[src/sv/priority_sorted_ready_queue_macros.svh]
// ---------------------------------------------------------------------------
// Assertion macros for the priority sorted ready queue
// Concurrent checks, sampled on clk and held off while rst is high.
// ---------------------------------------------------------------------------
`ifndef PRIORITY_SORTED_READY_QUEUE_MACROS_SVH
`define PRIORITY_SORTED_READY_QUEUE_MACROS_SVH

// Same-cycle implication.
`define PSRQ_ASSERT_SAME(label, ante, cons, msg) \
  label: assert property (@(posedge clk) disable iff (rst) (ante) |-> (cons)) \
    else $error(msg);

// Next-cycle implication.
`define PSRQ_ASSERT_NEXT(label, ante, cons, msg) \
  label: assert property (@(posedge clk) disable iff (rst) (ante) |=> (cons)) \
    else $error(msg);

`endif

[src/sv/psrq_pkg.sv]
// ---------------------------------------------------------------------------
// psrq_pkg
// Sizes, codes, command and result types of the priority sorted ready queue.
// ---------------------------------------------------------------------------
package psrq_pkg;

  localparam int QUEUE_DEPTH = 16;
  localparam int ID_BITS     = 8;
  localparam int PRIO_BITS   = 16;
  localparam int STATE_BITS  = 3;
  localparam int MODE_BITS   = 2;
  localparam int STATUS_BITS = 2;
  localparam int COUNT_BITS  = $clog2(QUEUE_DEPTH + 1);
  localparam int CFG_IDX_BITS = 1;
  localparam int CMDQ_DEPTH  = 2;
  localparam int CMDQ_PTR_BITS = $clog2(CMDQ_DEPTH);
  localparam int CMDQ_CNT_BITS = $clog2(CMDQ_DEPTH + 1);

  localparam logic [MODE_BITS-1:0] MODE_INSERT = 2'd0;
  localparam logic [MODE_BITS-1:0] MODE_REMOVE = 2'd1;
  localparam logic [MODE_BITS-1:0] MODE_SET    = 2'd2;

  localparam logic [CFG_IDX_BITS-1:0] REG_READY_CODE = 1'd0;
  localparam logic [CFG_IDX_BITS-1:0] REG_DEAD_CODE  = 1'd1;

  localparam logic [STATE_BITS-1:0] READY_CODE_RESET = 3'd0;
  localparam logic [STATE_BITS-1:0] DEAD_CODE_RESET  = 3'd3;

  typedef enum logic [1:0] {
    OP_INSERT,
    OP_REMOVE,
    OP_SET,
    OP_NOP
  } op_t;

  typedef enum logic [STATUS_BITS-1:0] {
    STATUS_DONE     = 2'd0,
    STATUS_NO_MATCH = 2'd1,
    STATUS_FULL     = 2'd2
  } status_t;

  typedef struct packed {
    op_t                   op;
    logic [ID_BITS-1:0]    id;
    logic [PRIO_BITS-1:0]  prio;
    logic [STATE_BITS-1:0] state;
  } cmd_t;

  typedef struct packed {
    status_t               status;
    logic [COUNT_BITS-1:0] occupancy;
    logic                  is_empty;
    logic [ID_BITS-1:0]    head_id;
    logic [PRIO_BITS-1:0]  head_priority;
    logic [STATE_BITS-1:0] head_state;
  } result_t;

endpackage

[src/sv/psrq_front.sv]
// ---------------------------------------------------------------------------
// psrq_front
// Takes input beats and decodes the mode into a command for the back end.
// ---------------------------------------------------------------------------
module psrq_front (
  input  logic                              clk,
  input  logic                              rst,
  input  logic                              in_valid,
  output logic                              in_ready,
  input  logic [psrq_pkg::MODE_BITS-1:0]    mode,
  input  logic [psrq_pkg::ID_BITS-1:0]      proc_id,
  input  logic [psrq_pkg::PRIO_BITS-1:0]    priority_req,
  input  logic [psrq_pkg::STATE_BITS-1:0]   new_state,
  output logic                              cmd_valid,
  input  logic                              cmd_ready,
  output psrq_pkg::cmd_t                    cmd
);

  logic           held;
  psrq_pkg::cmd_t cmd_reg;
  psrq_pkg::cmd_t decoded;

  // The holding register frees up in the same cycle its command moves on.
  assign in_ready  = !held || cmd_ready;
  assign cmd_valid = held;
  assign cmd       = cmd_reg;

  always_comb begin
    decoded.id    = proc_id;
    decoded.prio  = priority_req;
    decoded.state = new_state;
    unique case (mode)
      psrq_pkg::MODE_INSERT: decoded.op = psrq_pkg::OP_INSERT;
      psrq_pkg::MODE_REMOVE: decoded.op = psrq_pkg::OP_REMOVE;
      psrq_pkg::MODE_SET:    decoded.op = psrq_pkg::OP_SET;
      default:               decoded.op = psrq_pkg::OP_NOP;
    endcase
  end

  always_ff @(posedge clk) begin
    if (rst) begin
      held <= 1'b0;
    end else if (in_valid && in_ready) begin
      held <= 1'b1;
    end else if (cmd_ready) begin
      held <= 1'b0;
    end
  end

  always_ff @(posedge clk) begin
    if (in_valid && in_ready) begin
      cmd_reg <= decoded;
    end
  end

endmodule

[src/sv/psrq_cmd_fifo.sv]
// ---------------------------------------------------------------------------
// psrq_cmd_fifo
// Short command queue that decouples the front end from the back end.
// ---------------------------------------------------------------------------
module psrq_cmd_fifo (
  input  logic           clk,
  input  logic           rst,
  input  logic           wr_valid,
  output logic           wr_ready,
  input  psrq_pkg::cmd_t wr_cmd,
  output logic           rd_valid,
  input  logic           rd_ready,
  output psrq_pkg::cmd_t rd_cmd
);

  psrq_pkg::cmd_t                        mem [psrq_pkg::CMDQ_DEPTH];
  logic [psrq_pkg::CMDQ_PTR_BITS-1:0]    wr_ptr;
  logic [psrq_pkg::CMDQ_PTR_BITS-1:0]    rd_ptr;
  logic [psrq_pkg::CMDQ_CNT_BITS-1:0]    fill;
  logic                                  push;
  logic                                  pop;

  assign wr_ready = fill != psrq_pkg::CMDQ_CNT_BITS'(psrq_pkg::CMDQ_DEPTH);
  assign rd_valid = fill != '0;
  assign rd_cmd   = mem[rd_ptr];
  assign push     = wr_valid && wr_ready;
  assign pop      = rd_valid && rd_ready;

  // Pointers wrap naturally because the depth is a power of two.
  always_ff @(posedge clk) begin
    if (rst) begin
      wr_ptr <= '0;
      rd_ptr <= '0;
      fill   <= '0;
    end else begin
      if (push) begin
        wr_ptr <= wr_ptr + 1'b1;
      end
      if (pop) begin
        rd_ptr <= rd_ptr + 1'b1;
      end
      if (push && !pop) begin
        fill <= fill + 1'b1;
      end else if (pop && !push) begin
        fill <= fill - 1'b1;
      end
    end
  end

  always_ff @(posedge clk) begin
    if (push) begin
      mem[wr_ptr] <= wr_cmd;
    end
  end

endmodule

[src/sv/psrq_back.sv]
// ---------------------------------------------------------------------------
// psrq_back
// Shift-cell sorted store: runs one command per cycle while results are taken, and registers the result.
// ---------------------------------------------------------------------------
module psrq_back (
  input  logic                              clk,
  input  logic                              rst,
  input  logic [psrq_pkg::STATE_BITS-1:0]   ready_code,
  input  logic [psrq_pkg::STATE_BITS-1:0]   dead_code,
  input  logic                              cmd_valid,
  output logic                              cmd_ready,
  input  psrq_pkg::cmd_t                    cmd,
  output logic                              res_valid,
  input  logic                              res_ready,
  output psrq_pkg::result_t                 res
);

  localparam int D = psrq_pkg::QUEUE_DEPTH;

  logic [psrq_pkg::ID_BITS-1:0]    id_q    [D];
  logic [psrq_pkg::PRIO_BITS-1:0]  prio_q  [D];
  logic [psrq_pkg::STATE_BITS-1:0] state_q [D];
  logic [psrq_pkg::COUNT_BITS-1:0] count;

  logic [psrq_pkg::ID_BITS-1:0]    id_next    [D];
  logic [psrq_pkg::PRIO_BITS-1:0]  prio_next  [D];
  logic [psrq_pkg::STATE_BITS-1:0] state_next [D];
  logic [psrq_pkg::COUNT_BITS-1:0] count_next;

  // Neighbor taps: the cell below (toward the head) and the cell above.
  logic [psrq_pkg::ID_BITS-1:0]    dn_id    [D];
  logic [psrq_pkg::PRIO_BITS-1:0]  dn_prio  [D];
  logic [psrq_pkg::STATE_BITS-1:0] dn_state [D];
  logic                            dn_gt    [D];
  logic [psrq_pkg::ID_BITS-1:0]    up_id    [D];
  logic [psrq_pkg::PRIO_BITS-1:0]  up_prio  [D];
  logic [psrq_pkg::STATE_BITS-1:0] up_state [D];

  logic [D-1:0]      occupied;
  logic [D-1:0]      gt;
  logic [D-1:0]      match;
  logic [D-1:0]      hit;
  logic              full;
  logic              fire;
  psrq_pkg::status_t status_next;
  psrq_pkg::result_t res_reg;
  logic              res_held;

  assign full      = count == psrq_pkg::COUNT_BITS'(D);
  assign cmd_ready = !res_held || res_ready;
  assign fire      = cmd_valid && cmd_ready;
  assign res_valid = res_held;
  assign res       = res_reg;

  for (genvar k = 0; k < D; k++) begin : g_cell
    assign occupied[k] = psrq_pkg::COUNT_BITS'(k) < count;
    assign gt[k]       = occupied[k] && (prio_q[k] > cmd.prio);
    assign match[k]    = occupied[k] && ((id_q[k] == cmd.id) || (state_q[k] == dead_code));
    assign hit[k]      = occupied[k] && (id_q[k] == cmd.id);
    if (k == 0) begin : g_head
      assign dn_id[k]    = cmd.id;
      assign dn_prio[k]  = cmd.prio;
      assign dn_state[k] = ready_code;
      assign dn_gt[k]    = 1'b1;
    end else begin : g_body
      assign dn_id[k]    = id_q[k-1];
      assign dn_prio[k]  = prio_q[k-1];
      assign dn_state[k] = state_q[k-1];
      assign dn_gt[k]    = gt[k-1];
    end
    if (k == D - 1) begin : g_tail
      assign up_id[k]    = id_q[k];
      assign up_prio[k]  = prio_q[k];
      assign up_state[k] = state_q[k];
    end else begin : g_inner
      assign up_id[k]    = id_q[k+1];
      assign up_prio[k]  = prio_q[k+1];
      assign up_state[k] = state_q[k+1];
    end
  end

  always_comb begin
    logic [D-1:0] upto;
    logic [D-1:0] below;
    upto  = '0;
    below = '0;
    for (int k = 0; k < D; k++) begin
      id_next[k]    = id_q[k];
      prio_next[k]  = prio_q[k];
      state_next[k] = state_q[k];
    end
    count_next  = count;
    status_next = psrq_pkg::STATUS_DONE;
    unique case (cmd.op)
      psrq_pkg::OP_INSERT: begin
        if (full) begin
          status_next = psrq_pkg::STATUS_FULL;
        end else begin
          // Cells ahead of the new entry stay, the new entry lands at the
          // first cell not strictly higher, everything after moves back.
          for (int k = 0; k < D; k++) begin
            if (!gt[k]) begin
              if (dn_gt[k]) begin
                id_next[k]    = cmd.id;
                prio_next[k]  = cmd.prio;
                state_next[k] = ready_code;
              end else begin
                id_next[k]    = dn_id[k];
                prio_next[k]  = dn_prio[k];
                state_next[k] = dn_state[k];
              end
            end
          end
          count_next = count + 1'b1;
        end
      end
      psrq_pkg::OP_REMOVE: begin
        if (match == '0) begin
          status_next = psrq_pkg::STATUS_NO_MATCH;
        end else begin
          // From the first match on, every cell pulls from the one above.
          for (int k = 0; k < D; k++) begin
            upto = ((D'(1) << k) << 1) - D'(1);
            if ((match & upto) != '0) begin
              id_next[k]    = up_id[k];
              prio_next[k]  = up_prio[k];
              state_next[k] = up_state[k];
            end
          end
          count_next = count - 1'b1;
        end
      end
      psrq_pkg::OP_SET: begin
        if (hit == '0) begin
          status_next = psrq_pkg::STATUS_NO_MATCH;
        end else begin
          for (int k = 0; k < D; k++) begin
            below = (D'(1) << k) - D'(1);
            if (hit[k] && ((hit & below) == '0)) begin
              state_next[k] = cmd.state;
            end
          end
        end
      end
      default: begin
        status_next = psrq_pkg::STATUS_DONE;
      end
    endcase
  end

  always_ff @(posedge clk) begin
    if (rst) begin
      count    <= '0;
      res_held <= 1'b0;
    end else begin
      if (fire) begin
        count    <= count_next;
        res_held <= 1'b1;
      end else if (res_ready) begin
        res_held <= 1'b0;
      end
    end
  end

  always_ff @(posedge clk) begin
    if (fire) begin
      for (int k = 0; k < D; k++) begin
        id_q[k]    <= id_next[k];
        prio_q[k]  <= prio_next[k];
        state_q[k] <= state_next[k];
      end
      res_reg.status    <= status_next;
      res_reg.occupancy <= count_next;
      res_reg.is_empty  <= count_next == '0;
      if (count_next == '0) begin
        res_reg.head_id       <= '0;
        res_reg.head_priority <= '0;
        res_reg.head_state    <= '0;
      end else begin
        res_reg.head_id       <= id_next[0];
        res_reg.head_priority <= prio_next[0];
        res_reg.head_state    <= state_next[0];
      end
    end
  end

endmodule

[src/sv/priority_sorted_ready_queue.sv]
// ---------------------------------------------------------------------------
// priority_sorted_ready_queue
// Bounded ready queue of process entries kept in descending priority order.
// ---------------------------------------------------------------------------
// The input channel (in_valid/in_ready) carries one command per beat: mode
// selects insert, remove or set state, with proc_id, priority_req (unsigned
// Q2.14) and new_state as operands. Each command yields exactly one result
// beat on the output channel (out_valid/out_ready) with a status code, the
// occupancy after the command, an empty flag and the head entry.
// The configuration channel (cfg_valid/cfg_ready) writes ready_code (index
// 0) or dead_code (index 1); it is always ready and is meant to be used
// while no command is in flight.
// A command passes a decode register, a two-entry command queue and the
// shift-cell store before its result beat is raised. Each stage moves one
// command per cycle while the receiver takes results, which sets the
// sustained rate at one command per cycle.
// Reset empties the queue and restores the register defaults (ready code
// zero, dead code three). When the receiver stalls, the result is held in
// the output register and commands back up into the queue until in_ready
// falls.
// ---------------------------------------------------------------------------
`include "priority_sorted_ready_queue_macros.svh"

module priority_sorted_ready_queue (
  input  logic                                clk,
  input  logic                                rst,
  input  logic                                in_valid,
  output logic                                in_ready,
  input  logic [psrq_pkg::MODE_BITS-1:0]      mode,
  input  logic [psrq_pkg::ID_BITS-1:0]        proc_id,
  input  logic [psrq_pkg::PRIO_BITS-1:0]      priority_req,
  input  logic [psrq_pkg::STATE_BITS-1:0]     new_state,
  output logic                                out_valid,
  input  logic                                out_ready,
  output logic [psrq_pkg::STATUS_BITS-1:0]    status,
  output logic [psrq_pkg::COUNT_BITS-1:0]     occupancy,
  output logic                                is_empty,
  output logic [psrq_pkg::ID_BITS-1:0]        head_id,
  output logic [psrq_pkg::PRIO_BITS-1:0]      head_priority,
  output logic [psrq_pkg::STATE_BITS-1:0]     head_state,
  input  logic                                cfg_valid,
  output logic                                cfg_ready,
  input  logic [psrq_pkg::CFG_IDX_BITS-1:0]   cfg_index,
  input  logic [psrq_pkg::STATE_BITS-1:0]     cfg_data
);

  logic [psrq_pkg::STATE_BITS-1:0] ready_code;
  logic [psrq_pkg::STATE_BITS-1:0] dead_code;

  logic              front_valid;
  logic              front_ready;
  psrq_pkg::cmd_t    front_cmd;
  logic              back_valid;
  logic              back_ready;
  psrq_pkg::cmd_t    back_cmd;
  psrq_pkg::result_t result;

  // Terms used by the checks at the end.
  logic              over_depth;
  logic              at_depth;
  logic              empty_view;
  logic              drop_seen;
  logic              stalled;

  // Configuration registers take a write in any cycle.
  assign cfg_ready = 1'b1;

  always_ff @(posedge clk) begin
    if (rst) begin
      ready_code <= psrq_pkg::READY_CODE_RESET;
      dead_code  <= psrq_pkg::DEAD_CODE_RESET;
    end else if (cfg_valid && cfg_ready) begin
      unique case (cfg_index)
        psrq_pkg::REG_READY_CODE: ready_code <= cfg_data;
        psrq_pkg::REG_DEAD_CODE:  dead_code  <= cfg_data;
        default: begin
        end
      endcase
    end
  end

  psrq_front u_front (
    .clk          (clk),
    .rst          (rst),
    .in_valid     (in_valid),
    .in_ready     (in_ready),
    .mode         (mode),
    .proc_id      (proc_id),
    .priority_req (priority_req),
    .new_state    (new_state),
    .cmd_valid    (front_valid),
    .cmd_ready    (front_ready),
    .cmd          (front_cmd)
  );

  psrq_cmd_fifo u_cmd_fifo (
    .clk      (clk),
    .rst      (rst),
    .wr_valid (front_valid),
    .wr_ready (front_ready),
    .wr_cmd   (front_cmd),
    .rd_valid (back_valid),
    .rd_ready (back_ready),
    .rd_cmd   (back_cmd)
  );

  psrq_back u_back (
    .clk        (clk),
    .rst        (rst),
    .ready_code (ready_code),
    .dead_code  (dead_code),
    .cmd_valid  (back_valid),
    .cmd_ready  (back_ready),
    .cmd        (back_cmd),
    .res_valid  (out_valid),
    .res_ready  (out_ready),
    .res        (result)
  );

  assign status        = result.status;
  assign occupancy     = result.occupancy;
  assign is_empty      = result.is_empty;
  assign head_id       = result.head_id;
  assign head_priority = result.head_priority;
  assign head_state    = result.head_state;

  assign over_depth = occupancy > psrq_pkg::COUNT_BITS'(psrq_pkg::QUEUE_DEPTH);
  assign at_depth   = occupancy == psrq_pkg::COUNT_BITS'(psrq_pkg::QUEUE_DEPTH);
  assign empty_view = occupancy == '0 && head_id == '0 && head_priority == '0 &&
                      head_state == '0;
  assign drop_seen  = out_valid && status == psrq_pkg::STATUS_FULL;
  assign stalled    = out_valid && !out_ready;

  // The reported occupancy never exceeds the store size.
  `PSRQ_ASSERT_SAME(a_occ_bound, out_valid, !over_depth, "occupancy above queue depth")
  // An empty queue reports a zero head entry and zero occupancy.
  `PSRQ_ASSERT_SAME(a_empty_head, out_valid && is_empty, empty_view, "empty queue with head")
  // A dropped insert is only reported when the store is full.
  `PSRQ_ASSERT_SAME(a_full_drop, drop_seen, at_depth, "full status without full queue")
  // A result left waiting keeps its occupancy until it is taken.
  `PSRQ_ASSERT_NEXT(a_hold_result, stalled, out_valid && $stable(occupancy), "stalled result")

endmodule
[config.mk]
export PLATFORM = sky130hd
export DESIGN_NAME = priority_sorted_ready_queue
export DESIGN_NICKNAME = d
export VERILOG_FILES = /design/src/sv/psrq_pkg.sv /design/src/sv/psrq_front.sv /design/src/sv/psrq_cmd_fifo.sv /design/src/sv/psrq_back.sv /design/src/sv/priority_sorted_ready_queue.sv
export VERILOG_INCLUDE_DIRS = /design/src /design/src/sv
export SDC_FILE = /design/constraint.sdc
export NUM_CORES = 2
export LEC_CHECK = 0
export ABC_CLOCK_PERIOD_IN_PS = 8800
export BUFFER_PORTS_ARGS = -buffer_cell sky130_fd_sc_hd__clkbuf_2
export CAP_MARGIN = 20
export CORE_MARGIN = 1.5
export CORE_UTILIZATION = 58
export CTS_CLUSTER_DIAMETER = 200
export DETAILED_ROUTE_END_ITERATION = 7
export GPL_TIMING_DRIVEN = 0
export PLACE_DENSITY_LB_ADDON = 0.25
export SLEW_MARGIN = 20
export SYNTH_ARGS = -nofsm -noshare
export SYNTH_HDL_FRONTEND = slang
export SYNTH_SLANG_ARGS = --single-unit
[constraint.sdc]
create_clock -name clk -period 8.8 [get_ports clk]
set_input_delay 1.76 -clock clk [delete_from_list [all_inputs] [get_ports clk]]
set_output_delay 1.76 -clock clk [all_outputs]
set_load 0.02 [all_outputs]
==> metrics.cfg <==
[global_route]
grt_pass1_wl_um=187000
antenna_found_initial=3
gr-usage-met1_pct=56.9
busiest_layer=met1
met2_usage_pct=54.3
grt_use_met3_pct=12.5
track_usage_pct=40.0
grt_pass1_vias=28400
overflow=0
grt_max_degree=57

[synth]
syn_inst=3490
yosys_register_bits=572
synth_enable_flop_cells=554
synth_area_leaders=edfxtp_1, ha_1, mux2_2, mux2i_1, nor2_1
synthTopCellsByCount=edfxtp_1, nor2_1, nand2_1, ha_1, o21ai_0
async_flop_share_pct=0
yosys.area.top_type_share_pct=45.1
synth_cell_types=79
ys_warn_count=0
ys.flop_type=edfxtp_1
synth_area_per_cell_um2=10.6
synth_most_common_cell=edfxtp_1
ys_seq_area_share_pct=46.1
synth_top_area_cell=edfxtp_1
synth_area_um2=36900
syn_nets=3789

[worst_setup_path]
critPathMaxFanout=19
r2r_cells=18
critical_path_required_ns=9.21
worstSetupPathType=register to register
crit_arrival_ns=8.72
critPathLaunchType=register
cp-end-kind=register

[routing]
drc=0
drt-total-wl_um=132000
vias=31000
first_pass_iters=7
drtAntennaViolNets=0
viasPerCell=6.81
drtIter0Drc=4970
route.detailed.wl_per_inst_um=28.9

[timing]
slew_headroom_pct=11.5
tightest_slew_ns=1.33
layout_min_cycle_time_ns=8.31
rsz0062_at_grt=false
slew_viol_final=0
timing.final.crit_share_pct=94.5
hold_viol_final=0
setup_viol=0
fmax_mhz=120
clock_skew_ns=0.0375

[clocking]
clock_sinks=572
cts_hold_buf=0
path_clk_slew_ns=0.06
cts_setup_buffers=0
clkLatencyLatePin_ns=0.67
cts_tree=built
cts_max_path_buffers=3
cts_made_buffers=61
post_cts_resized=0
cts_root_buf=clkbuf_16
htree_levels=2

[power_and_ir_drop]
power.total_uw=13800
power.clock.fraction_pct=19.3
swShare_pct=43.8
p_seq_share_pct=33.0
pwr-share-comb_pct=47.7
vdd_drop_max_mv=0.191
p_int_uw=7750
powerDensity_nw_per_um2=336
p_leak_uw=0.0151
p_switching_uw=6040

[final_layout]
finalNetCount=3951
biggestRegsByFlops=u_back.prio_q: 256 flops, u_back.id_q: 128 flops, u_cmd_fifo.mem: 58 flops
largest_reg_flops=256
area_delta_synth_final_pct=11.2
drive_gt1_share_pct=13.8
utilization_pct=65.2
top_register=u_back.prio_q
fin_cells=4552
fillCellCount=4999

[worst_hold_path]
hp-class=register to register
holdPathStages=0

[die]
die_h_um=255
initial_core_util_pct=58.6
std_cell_rows=92
io_pins=76
die_area_um2=65100
coreArea_um2=63000
die_w_um=255

[placed_design]
place_hpwl_um=96800
dp.cells=4432
io_buffers=71
gp_congestion=1.06

[run_status]
status=completed

[run]
drv_cap=0

==> per-stage QoR <==
stage	hold WS [ns]	TNS (ns)	setup slack (ns)	cell area, um^2
detailed placement	0.430	0	0.578	38900
global route	0.447	0	0.419	41000
CTS	0.426	0	0.499	40900
finish	0.424	0	0.486	41000
floorplan	0.421	0	0.557	36900
global placement	0.423	-166.01	-3.61	38300
==> path summary, 6_finish.rpt <==
path	endpoint	from	slack (ns)
worst max-delay path	u_back.res[20]	register	0.49
worst min-delay path	u_cmd_fifo.mem[0][8]	u_front.cmd[8]	0.42
worst max register to register	u_back.res[20]	register	0.49
worst min register to register	u_cmd_fifo.mem[0][8]	u_front.cmd[8]	0.42
==> placed cells by master, fill, tap and decap left out, types with 18 or more instances in the layout <==
| master | instances |
|---|---|
| clkbuf_1 | 203 |
| nor3_1 | 30 |
| xnor2_1 | 160 |
| buf_2 | 26 |
| edfxtp_1 | 554 |
| clkbuf_16 | 61 |
| a21oi_1 | 165 |
| dfxtp_1 | 18 |
| a21o_1 | 52 |
| o211ai_1 | 32 |
| nor2b_1 | 35 |
| nand3_1 | 43 |
| nand4_1 | 62 |
| nand2_1 | 292 |
| mux2_2 | 185 |
| ha_1 | 261 |
| clkbuf_2 | 73 |
| nor2_1 | 370 |
| inv_1 | 54 |
| o21a_1 | 56 |
| xor2_1 | 21 |
| nor4_1 | 35 |
| a22oi_1 | 161 |
| o21ai_0 | 254 |
| a211oi_1 | 30 |
| mux2i_1 | 168 |
==> layer usage <==
metal / vias up / wire length, um
met5: - / 13
met4: 2 / 7450
met3: 384 / 21100
met2: 2639 / 52500
met1: 14600 / 50500
li1: 13400 / -
==> critical path: stages (launching register included) <==
cell and delay (ns):
dfxtp_1 0.42, buf_8 0.21, buf_12 0.16, clkbuf_1 0.48, buf_1 0.53, mux2_2 0.48
clkbuf_1 0.80, inv_2 0.60, ha_1 0.47, nor2b_1 0.13, o21a_1 0.15, o21ai_0 0.14
a21oi_1 0.09, o31a_1 0.27, o31ai_1 0.88, nand2_1 0.54, a21oi_1 1.02, nor2_1 0.17
nor3_1 0.49
==> area by class of cell <==
class | instances | area [um^2] | area share [%]
tap | 846 | 1060 | 2.58
antenna | 2 | 5.00 | 0.0122
clock inverter | 34 | 365 | 0.891
sequential | 572 | 17000 | 41.4
timing repair buffer | 99 | 846 | 2.06
buffer | 242 | 1070 | 2.61
clock buffer | 81 | 1660 | 4.05
inverter | 57 | 216 | 0.528
multi-input combinational | 2619 | 18800 | 45.8
==> kinds of logic after synthesis <==
logic type / Yosys count / share of synthesized area [%]
other: 1 / 0.0102
DFF: 572 / 46.1
muxes: 362 / 10.6
AOI/OAI and AO/OA: 836 / 14.4
buffers and inverters: 299 / 3.48
and+or+nand+nor: 976 / 12.2
adders and majority gates: 261 / 8.85
xor gates and xnor gates: 183 / 4.38
==> power groups by stage <==
stage | logic [uW] | registers (uW) | clock network [uW]
6_report | 6580 | 4550 | 2660
5_1_grt | 6950 | 4590 | 2750
4_1_cts | 6280 | 4510 | 2650
3_5_place_dp | 6240 | 4560 | 0
3_3_place_gp | 5930 | 4590 | 0
2_1_floorplan | 4000 | 4480 | 0
Note: power is estimated with default switching activity, not from simulation.
